===== config.mk =====
export PLATFORM = sky130hd
export DESIGN_NAME = rotary_encoder_button_interface_flat
export DESIGN_NICKNAME = d
export VERILOG_FILES = /design/src/rtl/rebi_pkg.sv /design/src/rtl/rebi_in_if.sv /design/src/rtl/rebi_out_if.sv /design/src/rtl/rebi_cfg.sv /design/src/rtl/rebi_core.sv /design/src/rtl/rotary_encoder_button_interface.sv /design/src/flat_wrapper.sv
export SDC_FILE = /design/constraint.sdc
export NUM_CORES = 1
export LEC_CHECK = 0
export ABC_AREA = 1
export ABC_CLOCK_PERIOD_IN_PS = 2700
export BUFFER_PORTS_ARGS = -buffer_cell sky130_fd_sc_hd__buf_2
export CELL_PAD_IN_SITES_DETAIL_PLACEMENT = 1
export CELL_PAD_IN_SITES_GLOBAL_PLACEMENT = 1
export CORE_MARGIN = 5
export CORE_UTILIZATION = 37
export DETAILED_ROUTE_END_ITERATION = 8
export PLACE_DENSITY_LB_ADDON = 0.1
export SYNTH_ARGS = -nofsm -noshare
export SYNTH_HDL_FRONTEND = slang
export SYNTH_SLANG_ARGS = --single-unit

===== constraint.sdc =====
create_clock -name clk -period 2.7 [get_ports clk]
set_clock_uncertainty 0.05 [all_clocks]
set_input_delay 0.27 -clock clk [delete_from_list [all_inputs] [get_ports clk]]
set_output_delay 0.27 -clock clk [all_outputs]
set_load 0.01 [all_outputs]

===== src/rtl/rebi_pkg.sv =====
package rebi_pkg;

	localparam int COUNT_WIDTH_DEF = 16;
	localparam int TICK_WIDTH_DEF  = 16;

	localparam int STEP_W     = 16;
	localparam int LP_TICKS_W = 16;
	localparam int APB_DATA_W = 32;
	localparam int APB_ADDR_W = 3;

	localparam logic [LP_TICKS_W-1:0] LP_TICKS_RESET = LP_TICKS_W'(1000);

	typedef enum logic {
		REG_DIR_INVERT = 1'b0,
		REG_LONG_TICKS = 1'b1
	} reg_idx_t;

	typedef struct packed {
		logic                  direction_invert;
		logic [LP_TICKS_W-1:0] long_press_ticks;
	} cfg_t;

endpackage


===== src/rtl/rebi_in_if.sv =====
interface rebi_in_if;
	logic valid;
	logic ready;
	logic line_a;
	logic line_b;
	logic button_level;
	logic query;

	modport source (output valid, output line_a, output line_b, output button_level,
		output query, input ready);
	modport sink (input valid, input line_a, input line_b, input button_level,
		input query, output ready);
endinterface


===== src/rtl/rebi_out_if.sv =====
interface rebi_out_if;
	logic                              valid;
	logic                              ready;
	logic signed [rebi_pkg::STEP_W-1:0] step_count;
	logic                              short_press;
	logic                              long_press;

	modport source (output valid, output step_count, output short_press,
		output long_press, input ready);
	modport sink (input valid, input step_count, input short_press,
		input long_press, output ready);
endinterface


===== src/rtl/rebi_cfg.sv =====
module rebi_cfg (
	input  logic                            clk,
	input  logic                            arst_n,
	input  logic                            psel,
	input  logic                            penable,
	input  logic                            pwrite,
	input  logic [rebi_pkg::APB_ADDR_W-1:0] paddr,
	input  logic [rebi_pkg::APB_DATA_W-1:0] pwdata,
	output logic [rebi_pkg::APB_DATA_W-1:0] prdata,
	output logic                            pready,
	output rebi_pkg::cfg_t                  cfg
);

	rebi_pkg::cfg_t     cfg_q;
	rebi_pkg::reg_idx_t idx;
	logic               wr_en;

	assign idx    = rebi_pkg::reg_idx_t'(paddr[2]);
	assign pready = 1'b1;
	assign wr_en  = psel && penable && pwrite && pready;
	assign cfg    = cfg_q;

	always_ff @(posedge clk or negedge arst_n) begin
		if (!arst_n) begin
			cfg_q.direction_invert <= 1'b0;
			cfg_q.long_press_ticks <= rebi_pkg::LP_TICKS_RESET;
		end else if (wr_en) begin
			unique case (idx)
				rebi_pkg::REG_DIR_INVERT: begin
					cfg_q.direction_invert <= pwdata[0];
				end
				rebi_pkg::REG_LONG_TICKS: begin
					cfg_q.long_press_ticks <= pwdata[rebi_pkg::LP_TICKS_W-1:0];
				end
				default: begin
				end
			endcase
		end
	end

	always_comb begin
		unique case (idx)
			rebi_pkg::REG_DIR_INVERT: begin
				prdata = rebi_pkg::APB_DATA_W'(cfg_q.direction_invert);
			end
			rebi_pkg::REG_LONG_TICKS: begin
				prdata = rebi_pkg::APB_DATA_W'(cfg_q.long_press_ticks);
			end
			default: begin
				prdata = '0;
			end
		endcase
	end

endmodule


===== src/rtl/rebi_core.sv =====
module rebi_core #(
	parameter int COUNT_WIDTH = rebi_pkg::COUNT_WIDTH_DEF,
	parameter int TICK_WIDTH  = rebi_pkg::TICK_WIDTH_DEF
) (
	input  logic           clk,
	input  logic           arst_n,
	input  rebi_pkg::cfg_t cfg,
	rebi_in_if.sink        sample,
	rebi_out_if.source     result
);

	localparam int CMP_W = (TICK_WIDTH > rebi_pkg::LP_TICKS_W) ? TICK_WIDTH
		: rebi_pkg::LP_TICKS_W;
	localparam logic signed [COUNT_WIDTH-1:0] ACC_MAX = {1'b0, {(COUNT_WIDTH-1){1'b1}}};
	localparam logic signed [COUNT_WIDTH-1:0] ACC_MIN = {1'b1, {(COUNT_WIDTH-1){1'b0}}};
	localparam logic [TICK_WIDTH-1:0] TICK_MAX = '1;

	logic valid_s1;
	logic a_s1, b_s1, btn_s1, query_s1;
	logic valid_s2;
	logic signed [rebi_pkg::STEP_W-1:0] step_count_s2;
	logic short_press_s2, long_press_s2;

	logic tracked_a_q, tracked_b_q, button_prev_q;
	logic signed [COUNT_WIDTH-1:0] acc_q;
	logic short_q, suppress_q;
	logic [TICK_WIDTH-1:0] held_q;

	logic adv;
	logic a_rise, b_rise, step_up, step_dn;
	logic signed [COUNT_WIDTH-1:0] acc_upd;
	logic press_w, release_w, long_w, short_upd, suppress_upd;
	logic [TICK_WIDTH-1:0] held_upd;

	assign adv          = valid_s1 && (!valid_s2 || result.ready);
	assign sample.ready = !valid_s1 || adv;

	// A is handled first, so B sees the updated tracked level of A.
	assign a_rise  = a_s1 && !tracked_a_q && !tracked_b_q;
	assign b_rise  = b_s1 && !tracked_b_q && !a_s1;
	assign step_up = cfg.direction_invert ? b_rise : a_rise;
	assign step_dn = cfg.direction_invert ? a_rise : b_rise;

	always_comb begin
		acc_upd = acc_q;
		if (step_up && acc_q != ACC_MAX) begin
			acc_upd = acc_q + COUNT_WIDTH'(1);
		end else if (step_dn && acc_q != ACC_MIN) begin
			acc_upd = acc_q - COUNT_WIDTH'(1);
		end
	end

	assign press_w   = button_prev_q && !btn_s1;
	assign release_w = !button_prev_q && btn_s1;

	always_comb begin
		if (press_w) begin
			held_upd = '0;
		end else if (held_q == TICK_MAX) begin
			held_upd = held_q;
		end else begin
			held_upd = held_q + TICK_WIDTH'(1);
		end
	end

	assign short_upd    = release_w ? !suppress_q : short_q;
	assign suppress_upd = release_w ? 1'b0 : suppress_q;
	assign long_w       = query_s1 && !btn_s1
		&& (CMP_W'(held_upd) >= CMP_W'(cfg.long_press_ticks));

	always_ff @(posedge clk or negedge arst_n) begin
		if (!arst_n) begin
			valid_s1      <= 1'b0;
			valid_s2      <= 1'b0;
			tracked_a_q   <= 1'b0;
			tracked_b_q   <= 1'b0;
			button_prev_q <= 1'b1;
			acc_q         <= '0;
			short_q       <= 1'b0;
			suppress_q    <= 1'b0;
			held_q        <= TICK_MAX;
		end else begin
			if (sample.ready) begin
				valid_s1 <= sample.valid;
			end
			if (adv) begin
				valid_s2      <= 1'b1;
				tracked_a_q   <= a_s1;
				tracked_b_q   <= b_s1;
				button_prev_q <= btn_s1;
				acc_q         <= query_s1 ? '0 : acc_upd;
				short_q       <= query_s1 ? 1'b0 : short_upd;
				suppress_q    <= long_w ? 1'b1 : suppress_upd;
				held_q        <= long_w ? TICK_MAX : held_upd;
			end else if (result.ready) begin
				valid_s2 <= 1'b0;
			end
		end
	end

	always_ff @(posedge clk) begin
		if (sample.valid && sample.ready) begin
			a_s1     <= sample.line_a;
			b_s1     <= sample.line_b;
			btn_s1   <= sample.button_level;
			query_s1 <= sample.query;
		end
		if (adv) begin
			step_count_s2  <= rebi_pkg::STEP_W'(acc_upd);
			short_press_s2 <= short_upd;
			long_press_s2  <= long_w;
		end
	end

	assign result.valid       = valid_s2;
	assign result.step_count  = step_count_s2;
	assign result.short_press = short_press_s2;
	assign result.long_press  = long_press_s2;

	a_long_rearms: assert property (@(posedge clk) disable iff (!arst_n)
		adv && long_w |=> held_q == TICK_MAX && suppress_q)
		else $error("long press did not saturate the hold counter");

	a_query_clears: assert property (@(posedge clk) disable iff (!arst_n)
		adv && query_s1 |=> acc_q == '0 && !short_q)
		else $error("query did not clear count and short press");

	a_press_restarts: assert property (@(posedge clk) disable iff (!arst_n)
		adv && press_w && !long_w |=> held_q == '0)
		else $error("press edge did not restart the hold counter");

	a_no_wrap: assert property (@(posedge clk) disable iff (!arst_n)
		adv && !query_s1 && acc_q == ACC_MAX |=> acc_q != ACC_MIN)
		else $error("step count wrapped");

endmodule


===== src/rtl/rotary_encoder_button_interface.sv =====
// An accepted item is registered in the input register, then its result in the
// result register, from which it leaves when the receiver takes it.
// Throughput: one item per cycle; the encoder, button and query update is one
// pass of logic between the input register and the result register. A result
// held by the receiver stalls the input once both registers are full.
// Reset (arst_n low, asynchronous) clears the count and press flags, marks
// the button released, saturates the hold counter and loads default config.
module rotary_encoder_button_interface #(
	parameter int COUNT_WIDTH = rebi_pkg::COUNT_WIDTH_DEF,
	parameter int TICK_WIDTH  = rebi_pkg::TICK_WIDTH_DEF
) (
	input  logic                            clk,
	input  logic                            arst_n,
	rebi_in_if.sink                         sample,
	rebi_out_if.source                      result,
	input  logic                            psel,
	input  logic                            penable,
	input  logic                            pwrite,
	input  logic [rebi_pkg::APB_ADDR_W-1:0] paddr,
	input  logic [rebi_pkg::APB_DATA_W-1:0] pwdata,
	output logic [rebi_pkg::APB_DATA_W-1:0] prdata,
	output logic                            pready
);

	rebi_pkg::cfg_t cfg;

	rebi_cfg u_cfg (
		.clk     (clk),
		.arst_n  (arst_n),
		.psel    (psel),
		.penable (penable),
		.pwrite  (pwrite),
		.paddr   (paddr),
		.pwdata  (pwdata),
		.prdata  (prdata),
		.pready  (pready),
		.cfg     (cfg)
	);

	rebi_core #(
		.COUNT_WIDTH (COUNT_WIDTH),
		.TICK_WIDTH  (TICK_WIDTH)
	) u_core (
		.clk    (clk),
		.arst_n (arst_n),
		.cfg    (cfg),
		.sample (sample),
		.result (result)
	);

endmodule


===== src/flat_wrapper.sv =====
// flat-port wrapper written by rule: the top's interface ports become plain ports
module rotary_encoder_button_interface_flat 
#(
	parameter int COUNT_WIDTH = rebi_pkg::COUNT_WIDTH_DEF,
	parameter int TICK_WIDTH  = rebi_pkg::TICK_WIDTH_DEF
)
  (clk, arst_n, psel, penable, pwrite, paddr, pwdata, prdata, pready, sample_valid, sample_line_a, sample_line_b, sample_button_level, sample_query, sample_ready, result_valid, result_step_count, result_short_press, result_long_press, result_ready);
  rebi_in_if sample_i ();
  rebi_out_if result_i ();
  input  logic clk;
  input  logic arst_n;
  input  logic psel;
  input  logic penable;
  input  logic pwrite;
  input  logic [rebi_pkg::APB_ADDR_W-1:0] paddr;
  input  logic [rebi_pkg::APB_DATA_W-1:0] pwdata;
  output logic [rebi_pkg::APB_DATA_W-1:0] prdata;
  output logic pready;
  input wire logic [$bits(sample_i.valid)-1:0] sample_valid;
  input wire logic [$bits(sample_i.line_a)-1:0] sample_line_a;
  input wire logic [$bits(sample_i.line_b)-1:0] sample_line_b;
  input wire logic [$bits(sample_i.button_level)-1:0] sample_button_level;
  input wire logic [$bits(sample_i.query)-1:0] sample_query;
  output wire logic [$bits(sample_i.ready)-1:0] sample_ready;
  output wire logic [$bits(result_i.valid)-1:0] result_valid;
  output wire logic [$bits(result_i.step_count)-1:0] result_step_count;
  output wire logic [$bits(result_i.short_press)-1:0] result_short_press;
  output wire logic [$bits(result_i.long_press)-1:0] result_long_press;
  input wire logic [$bits(result_i.ready)-1:0] result_ready;
  assign sample_i.valid = sample_valid;
  assign sample_i.line_a = sample_line_a;
  assign sample_i.line_b = sample_line_b;
  assign sample_i.button_level = sample_button_level;
  assign sample_i.query = sample_query;
  assign sample_ready = sample_i.ready;
  assign result_valid = result_i.valid;
  assign result_step_count = result_i.step_count;
  assign result_short_press = result_i.short_press;
  assign result_long_press = result_i.long_press;
  assign result_i.ready = result_ready;
  rotary_encoder_button_interface #(.COUNT_WIDTH(COUNT_WIDTH), .TICK_WIDTH(TICK_WIDTH)) u_core (.clk(clk), .arst_n(arst_n), .sample(sample_i), .result(result_i), .psel(psel), .penable(penable), .pwrite(pwrite), .paddr(paddr), .pwdata(pwdata), .prdata(prdata), .pready(pready));
endmodule

# Word-level counts from Yosys, hierarchy flattened
# Index checks and enable logic that the tools add are counted.
# W data, S select, Z words.
word_totals:
  register_bits: 78
  input_bits: 46
  wordCells: 70
classes:
  addsub: 3
  n_lt_le_gt_ge: 1
  n_eq_ne: 3
  mux: 15
  bitwise: 1
  reduce_logical: 29
ops:
  columns: ["operator", "n"]
  rows:
  - ["$mux W16", 6]
  - ["$pmux W32 S2", 1]
  - ["$ne A16 B16 Y1 const B", 2]
  - ["$add A16 B1 Y16 const B", 1]
  - ["$add A16 B2 Y16 const B", 1]
  - ["$eq A16 B16 Y1 const B", 1]
  - ["$ge A16 B16 Y1", 1]
  - ["$sub A16 B2 Y16 const B", 1]
  - ["$logic_and A1 B1 Y1", 14]
  - ["$logic_not A1 Y1", 8]
  - ["$mux W1", 8]
  - ["$reduce_and A2 Y1", 3]
  - ["$reduce_bool A2 Y1", 2]
  - ["$logic_or A1 B1 Y1", 2]
  - ["$not A1 Y1", 1]

# Logic depth before layout (Yosys ltp)
# Gate-level depths: netlist (run 1).
depth:
  depth_word: 8
  ltp_mapped: 23
  mapped_depth_nobuf: 21

# Hierarchy
# From an unflattened synthesis (run 1), not the netlist that was laid out.
unflattened:
  cells_unflattened: 765
  area_unflattened_um2: 5479.0
by_module_without_submodules:
  columns: ["module", "instances", "cells_each", "area_per_inst_um2", "seq_area_each_um2"]
  rows:
  - ["rebi_core", 1, 633, 4496.8, 1657.8]
  - ["rebi_cfg", 1, 132, 982.2, 432.9]

# Worst setup path after synthesis (run 1)
# Ideal clock, no wire load.
synth_timing:
  path_kind: "register -> register"
  from: "reg u_core.u_core.held_q[0]"
  to: "reg u_core.u_core.long_press_s2, in the netlist u_core.u_core.result.long_press (data pin)"
  setup_ns: 0.255
  arrival_ns: 2.594
  path_slack_ns: -0.200
  stages_incl_launch_ff: 20
  synth_period_minus_slack_ns: 2.900
  cell_sequence: "dfstp_2 > ha_1 > nand2_2 > nor2_4 > nand2_4 > nor2_8 > inv_2 > buf_6 > nand3_2 > nand2_1 > inv_1 > ha_1 > nand2_1 > o21bai_1 > nand2_1 > a21oi_1 > nand3_1 > nand2_1 > buf_2 > inv_1"
synth_between:
  elab_chain_len: 5
synth_rtl:
  columns: ["item", "line_no", "source"]
  rows:
  - ["start, declared", "rebi_core.sv:27", "logic [TICK_WIDTH-1:0] held_q;"]
  - ["start signal, assigned", "rebi_core.sv:94", "held_q <= long_w ? TICK_MAX : held_upd;"]
  - ["$add A16 B1 Y16 / $eq A16 B16 Y1 (equally long branches)", "rebi_core.sv:62, rebi_core.sv:59", null]
  - ["$mux W16 (*)", "rebi_core.sv:59", "end else if (held_q == TICK_MAX) begin"]
  - ["$mux W16 (*)", "rebi_core.sv:57", "if (press_w) begin"]
  - ["$ge A16 B16 Y1 (*)", "rebi_core.sv:69", "&& (CMP_W'(held_upd) >= CMP_W'(cfg.long_press_ticks));"]
  - ["$logic_and A1 B1 Y1 (*)", "rebi_core.sv:69", null]
  - ["net u_core.u_core.long_w", "rebi_core.sv:32", "logic press_w, release_w, long_w, short_upd, suppress_upd;"]
  - ["end signal, assigned", "rebi_core.sv:111", "long_press_s2 <= long_w;"]
  - ["end, declared", "rebi_core.sv:22", "logic short_press_s2, long_press_s2;"]
# Mark *: on every way through the listed nets, which the timed path passes. The rest lies on a longest branch.
# A chain may end at the register's enable or synchronous reset.

# Worst setup path in the final report (run 1)
layout_timing:
  from: "reg u_core.u_core.held_q[0]"
  to: "reg u_core.u_core.held_q[6]"
layout_between:
  elab_chain_len: 6
layout_rtl:
  columns: ["item", "line_no"]
  rows:
  - ["$add A16 B1 Y16 / $eq A16 B16 Y1 (equally long branches)", "rebi_core.sv:62, rebi_core.sv:59"]
  - ["$mux W16 (*)", "rebi_core.sv:59"]
  - ["$mux W16 (*)", "rebi_core.sv:57"]
  - ["$ge A16 B16 Y1", "rebi_core.sv:69"]
  - ["$logic_and A1 B1 Y1", "rebi_core.sv:69"]
  - ["$mux W16 (*)", "rebi_core.sv:94"]
# Mark *: on every way between the ends. The rest lies on a longest branch, timed or not.

==> impl_metrics.tcl, run 1 <==
set metrics [dict create \
    timing.rr.start "u_core.u_core.held_q[0]" \
    cpMaxStageDelayCell "dfstp_2" \
    worstHoldStart "sample_line_b" \
    vias 5563 \
    required_ps 2930 \
    drc 0 \
    firstDrtPassIters 4 \
    io_pins 99 \
    slew_violations 0 \
    holdPathEnd "u_core.u_core.b_s1" \
    synth_area_leaders "nand2_1 16%, dfrtp_1 15%, edfxtp_1 12%" \
    postSynthCellCount 783 \
    status "complete, but fails checks" \
    drtAntennaViolNets 0 \
    critPathKind "reg2reg" \
    clkSinkCount 78 \
    portBuffers 63 \
    syn_to_final_growth_pct 28.3 \
    power_density_nw_per_um2 1100 \
    yosysMostFrequentCell "nand2_1" \
    die_h_um 133 \
    critPathMaxStageDelay_ps 570 \
    cts_tree "built" \
    place_ws_ps -341 \
    worstMarginPinSlew_ps 967 \
    synth_common_cells "235 x nand2_1, 98 x inv_1, 93 x nor2_1" \
    vias_per_cell 5.02 \
    syn_area_per_cell_sq_um 7.12 \
    violations "negative setup slack" \
    r2r_end "u_core.u_core.held_q[6]" \
    initial_core_util_pct 38.1 \
    rrSetupSlack_ps -200 \
    routedWlPerCell_um 16.5 \
    grt_pass1_vias 6037 \
    fin_crit_sh_pct 107 \
    slew_headroom_pct 35.4 \
    period_minus_slack_ps 2900 \
    gp_congestion 0.875 \
    synth_top_area_cell "nand2_1" \
    leakagePower_nw 3.81 \
    hold_viol_final 0 \
    synth_edf_count 22 \
    ys.flop_type "dfrtp_1" \
    ff2ff_path_depth 20 \
    drt_iter0_drc 158 \
    grt_usage_pct 20.7 \
    rsz0062_at_grt "yes" \
    cts_buffer_depth 2 \
    n_antenna_cell 0 \
    synth_cell_types 43 \
    seqCellArea_sq_um 2090 \
    drv_cap 0 \
    async_flop_share_pct 71.8 \
    dp_hpwl_mm 12.8 \
    root_buffer "clkbuf_16" \
    fp.dieW_um 133 \
    core-area_sq_um 14600 \
    multi_input_area_sq_um 3110 \
    worst_ep_arrival_time_ps 3130 \
    setup-violations-final 18 \
    numCtsBuffers 9 \
    yosysWarningCount 0 \
    cp_max_fo 4 \
    routed_wl_mm 18.3 \
    worst_setup_path_end_kind "register" \
    fin_area_sq_um 7150 \
    final_nets 985 \
    fillers 1862 \
    clk_latency_ps 350 \
    antenna_found_initial 0 \
    grt_max_degree 35 \
    path_clk_slew_ps 60 \
    vdd_drop_max_mv 0.385 \
    hold_path.class "in2reg" \
    postSynthRegisterBits 78 \
    ys_seq_area_share_pct 37.5 \
    grt_pass1_wl_mm 29.7 \
    drive_gt1_share_pct 30.1 \
    die_area_sq_um 17600 \
    setup_tns_ps -2830 \
    grt_overflow_total 0 \
    worstPathCellList "ha_4, nand2_4, nor2_4, nand2_4, nor2_8, buf_6, nor2_4, nor2_4, buf_4, buf_4, buf_4, buf_4, buf_4, buf_4, buf_4, buf_4, buf_4, buf_4, nor2_1, a21oi_1" \
    crit_top_cell "buf_4" \
    netlist.area_leader.share_pct 15.8 \
    max_freq_mhz 345 \
    synth_area_sq_um 5570 \
    rows 44 \
    hold_path_depth 1 \
    htree_levels 3 \
    startpoint_type "register" \
    placed_area_sq_um 6330 \
    finalWorstSetupSlack_ps -202 \
]
## cell usage in the layout, fill, tap and decap left out, types with 6 or more instances in the layout
cell / count
nor2_4: 8
inv_1: 96
ha_4: 6
edfxtp_1: 22
conb_1: 17
nand3_2: 7
a21oi_1: 39
buf_2: 63
a21oi_2: 9
nand2_2: 15
dfstp_2: 23
dfrtp_1: 33
nand4_1: 10
a21boi_1: 9
o21ai_0: 13
nand2_1: 223
nor2_1: 84
clkbuf_16: 9
xor2_1: 14
nor2_2: 16
ha_1: 13
nand3_1: 47
buf_4: 83
nand2_4: 6
## state kept, by name, summed over array words and instances (netlist names), 16 cells and up
register / flops
u_core.u_cfg.cfg: 17
u_core.u_core.acc_q: 16
u_core.u_core.held_q: 16
u_core.u_core.result.step_count: 16
## power by group
group | total, mW | internal [mW] | switching, mW | leakage (nW)
Sequential | 2.18 | 1.74 | 0.438 | 0.863
Combinational | 4.49 | 1.95 | 2.54 | 2.80
Clock | 1.21 | 0.707 | 0.504 | 0.143
Total | 7.88 | 4.40 | 3.49 | 3.81
## through the flow
step / hold slack [ps] / utilization (%) / total power [mW] / instances
after global placement: 309 / 43.3 / 5.68 / 1056
after floorplan: -75.6 / - / 4.56 / 798
final: 42.2 / 48.8 / 7.88 / 1108
after CTS: 24.8 / 48.2 / 7.68 / 1103
after global routing: 41.0 / 48.8 / 8.50 / 1108
after detailed placement: 323 / 43.3 / 5.86 / 1056
## metal layers
layer  vias to the layer above  track usage (%)  wire (um)
met5                         -                0          0
met4                         0             9.64        643
met3                        47             3.53        455
met2                        95             39.7       9970
met1                      2726             22.0       7190
li1                       2695                -          -
## timing repair
item | 4_1_cts | 5_1_grt
pin swaps | 10 | 10
setup buffers | 29 | 5
hold buffers | 1 | 0
hold endpoints to repair | 24 | 0
gates resized for setup | 45 | 16
cloned | 1 | 0
endpoints found under the setup margin | 18 | 18
## kinds of logic after synthesis
family / count (synthesis) / share of synthesized area, %
flops: 78 / 37.5
other cells: 2 / 0.135
simple gates: 432 / 33.8
buf+inv: 146 / 12.3
compound gates: 89 / 9.27
fa+ha+maj: 20 / 4.49
xor+xnor: 16 / 2.51
## how the worst max path moves through the flow
stage | start | end | slack, ps | depth (start not counted)
after floorplan | u_core.u_core.held_q[1] | u_core.u_core.result.long_press | -40 | 20
after global placement | u_core.u_core.held_q[1] | u_core.u_core.held_q[8] | -170 | 19
after detailed placement | u_core.u_core.held_q[1] | u_core.u_core.held_q[6] | -340 | 19
after CTS | u_core.u_core.held_q[1] | u_core.u_core.held_q[6] | -130 | 18
after global routing | u_core.u_core.held_q[0] | u_core.u_core.held_q[13] | -320 | 18
final | u_core.u_core.held_q[0] | u_core.u_core.held_q[6] | -200 | 20
## area by class of cell
type | count | share of cell area [%]
Inverter | 102 | 5.49
Sequential cell | 78 | 29.2
Clock inverter | 6 | 0.752
Clock buffer | 10 | 3.20
Tap cell | 184 | 3.22
Multi-Input combinational cell | 574 | 43.6
Timing Repair Buffer | 153 | 14.5
Timing Repair inverter | 1 | 0.0875
## worst max-delay path: cells and delay by family (launching register included)
kind                     cells  cell delay [ps]
adder cells (fa/ha/maj)      1              160
flip-flops                   1              570
AO/OA/AOI/OAI                1              170
AND/OR/NAND/NOR              7              720
buffers and inverters       11             1160
No activity file was read; power rests on OpenSTA's default activity.
==> run 2: changes to the inputs <==
--- a/config.mk
+++ b/config.mk
@@ -14,6 +14,7 @@
 export CORE_UTILIZATION = 37
 export DETAILED_ROUTE_END_ITERATION = 8
 export PLACE_DENSITY_LB_ADDON = 0.1
+export SETUP_SLACK_MARGIN = 0.4
 export SYNTH_ARGS = -nofsm -noshare
 export SYNTH_HDL_FRONTEND = slang
 export SYNTH_SLANG_ARGS = --single-unit
==> run 2 against run 1 <==
The flow still finishes with violations (negative setup slack); sequential power about the same; sequential share of layout area down 0.11 points; combinational power up 1%; largest power group unchanged; highest routed layer unchanged.
==> impl_metrics.tcl, run 2 (synthesis results as in run 1) <==
set metrics [dict create \
    die_h_um 133 \
    rows 44 \
    drive_gt1_share_pct 30.6 \
    worst_setup_path_end_kind "register" \
    leakagePower_nw 3.77 \
    htree_levels 3 \
    startpoint_type "register" \
    cpMaxStageDelayCell "dfstp_2" \
    layout_commonest_cell "nand2_1" \
    p_total_mw 7.93 \
    die_area_sq_um 17600 \
    root_buffer "clkbuf_16" \
    finalWorstSetupSlack_ps -187 \
    io_pins 99 \
    initial_core_util_pct 38.1 \
    routed_wl_mm 17.9 \
    core-area_sq_um 14600 \
    gp_congestion 0.856 \
    grt_usage_pct 20.0 \
    crit_top_cell "nand2_4" \
    n_antenna_cell 0 \
    grt_max_degree 37 \
    place_ws_ps -309 \
    violations "negative setup slack" \
    syn_to_final_growth_pct 28.8 \
    largest_reg_flops 17 \
    switchingPower_mw 3.52 \
    worst_ep_arrival_time_ps 2940 \
    cts_buffer_depth 2 \
    fillers 1870 \
    most-common-layout-cells "224 x nand2_1, 92 x inv_1, 83 x nor2_1" \
    worst_hold_slack_ps 41.3 \
    drtAntennaViolNets 0 \
    slew_headroom_pct 33.0 \
    antenna_found_initial 0 \
    critPathKind "reg2reg" \
    period_minus_slack_ps 2890 \
    slew_violations 0 \
    vias_per_cell 4.98 \
    clkSinkCount 78 \
    hold_viol_final 0 \
    rsz0062_at_grt "yes" \
    power_density_nw_per_um2 1100 \
    crit_family "simple AND/OR/NAND/NOR gates" \
    cell_internal_pwr_mw 4.40 \
    swShare_pct 44.5 \
    final_nets 976 \
    p_clk_share_pct 15.2 \
    drc 0 \
    cp_max_fo 6 \
    worstMarginPinSlew_ps 1000 \
    fin_util_pct 49.0 \
    drt_iter0_drc 208 \
    setup-violations-final 18 \
    rrSetupSlack_ps -190 \
    firstDrtPassIters 4 \
    grt_pass1_wl_mm 28.6 \
    max_freq_mhz 346 \
    path_clk_slew_ps 60 \
    vdd_drop_max_mv 0.415 \
    grt_pass1_vias 5879 \
    numCtsBuffers 9 \
    required_ps 2750 \
    grt_overflow_total 0 \
    hold_path.class "in2reg" \
    fp.dieW_um 133 \
    seq_power_share_pct 27.4 \
    fin_crit_sh_pct 107 \
    drv_cap 0 \
    status "complete, but fails checks" \
    p_comb_share_pct 57.4 \
    clk_latency_ps 350 \
    cts_tree "built" \
    routedWlPerCell_um 16.3 \
    vias 5470 \
    worstPathCellList "ha_4, nand2_4, nor2_4, nand2_4, nor2_8, inv_8, nand3_4, nand2_1, inv_2, ha_4, a21oi_1, nand2_2, a21oi_2, nand3_2, nand2_4, inv_1" \
    dp_hpwl_mm 12.6 \
    critPathMaxStageDelay_ps 580 \
    portBuffers 63 \
    crit_buf_inv 3 \
]
## run 2: cell count changes in the layout (fill, tap and decap cells not counted), moves of 3 or more
cell | previous run | this run
inv_2 | 3 | 7
buf_4 | 83 | 73
a21oi_1 | 39 | 32
clkinv_2 | 4 | 1
clkbuf_1 | 1 | 5
a21oi_2 | 9 | 16
inv_1 | 96 | 92
## run 2: final timing paths
check                                             start                              end  cells past startpoint
worst min-delay path                       sample_query           u_core.u_core.query_s1                      1
min in group asynchronous                        arst_n              u_core.u_cfg.cfg[2]                      2
worst max register to register  u_core.u_core.held_q[0]  u_core.u_core.result.long_press                     16
worst min register to register      u_core.u_cfg.cfg[3]              u_core.u_cfg.cfg[3]                      2
worst max-delay path            u_core.u_core.held_q[0]  u_core.u_core.result.long_press                     16
max in group asynchronous                        arst_n          u_core.u_core.held_q[3]                      3
## run 2: area by class of cell
type	count	area, sq um	area share, %
timing repair inverter	1	6.26	0.0872
inverter	102	395	5.51
sequential	78	2090	29.1
tap	184	230	3.21
clock inverter	2	35.0	0.488
clock buffer	14	244	3.40
timing repair buffer	144	970	13.5
multi-input combinational	574	3210	44.7
## run 2: timing repair
item                       4_1_cts  5_1_grt
setup endpoints to repair       18       22
hold buffers                     1        0
gates cloned                     1        0
setup buffers                   26        3
resized for setup               59       23
hold endpoints to repair        24        0
pin swaps                        8        9
## run 2: metal layers
metal	GRT usage (%)	up-vias	wire length, um	part of all wire (%)
li1	-	2689	-	-
met1	20.8	2658	6930	39
met2	39.7	84	10000	56
met3	3.45	39	449	2.5
met4	7.16	0	500	2.8
met5	0	-	0	0
## run 2: power groups by stage
stage	registers, mW	clock network (mW)	logic, mW
after floorplan	2.05	0	2.51
after global placement	2.15	0	3.50
after detailed placement	2.18	0	3.63
after CTS	2.16	1.23	4.26
after global routing	2.22	1.28	5.03
final	2.17	1.21	4.55
## run 2: through the flow
stage	cells	setup TNS, ps	area [sq um]
after detailed placement	1052	-4640	6300
final	1099	-2890	7180
after floorplan	798	-37.2	5660
after global routing	1099	-5740	7180
after global placement	1052	-2780	6300
after CTS	1096	-555	7060
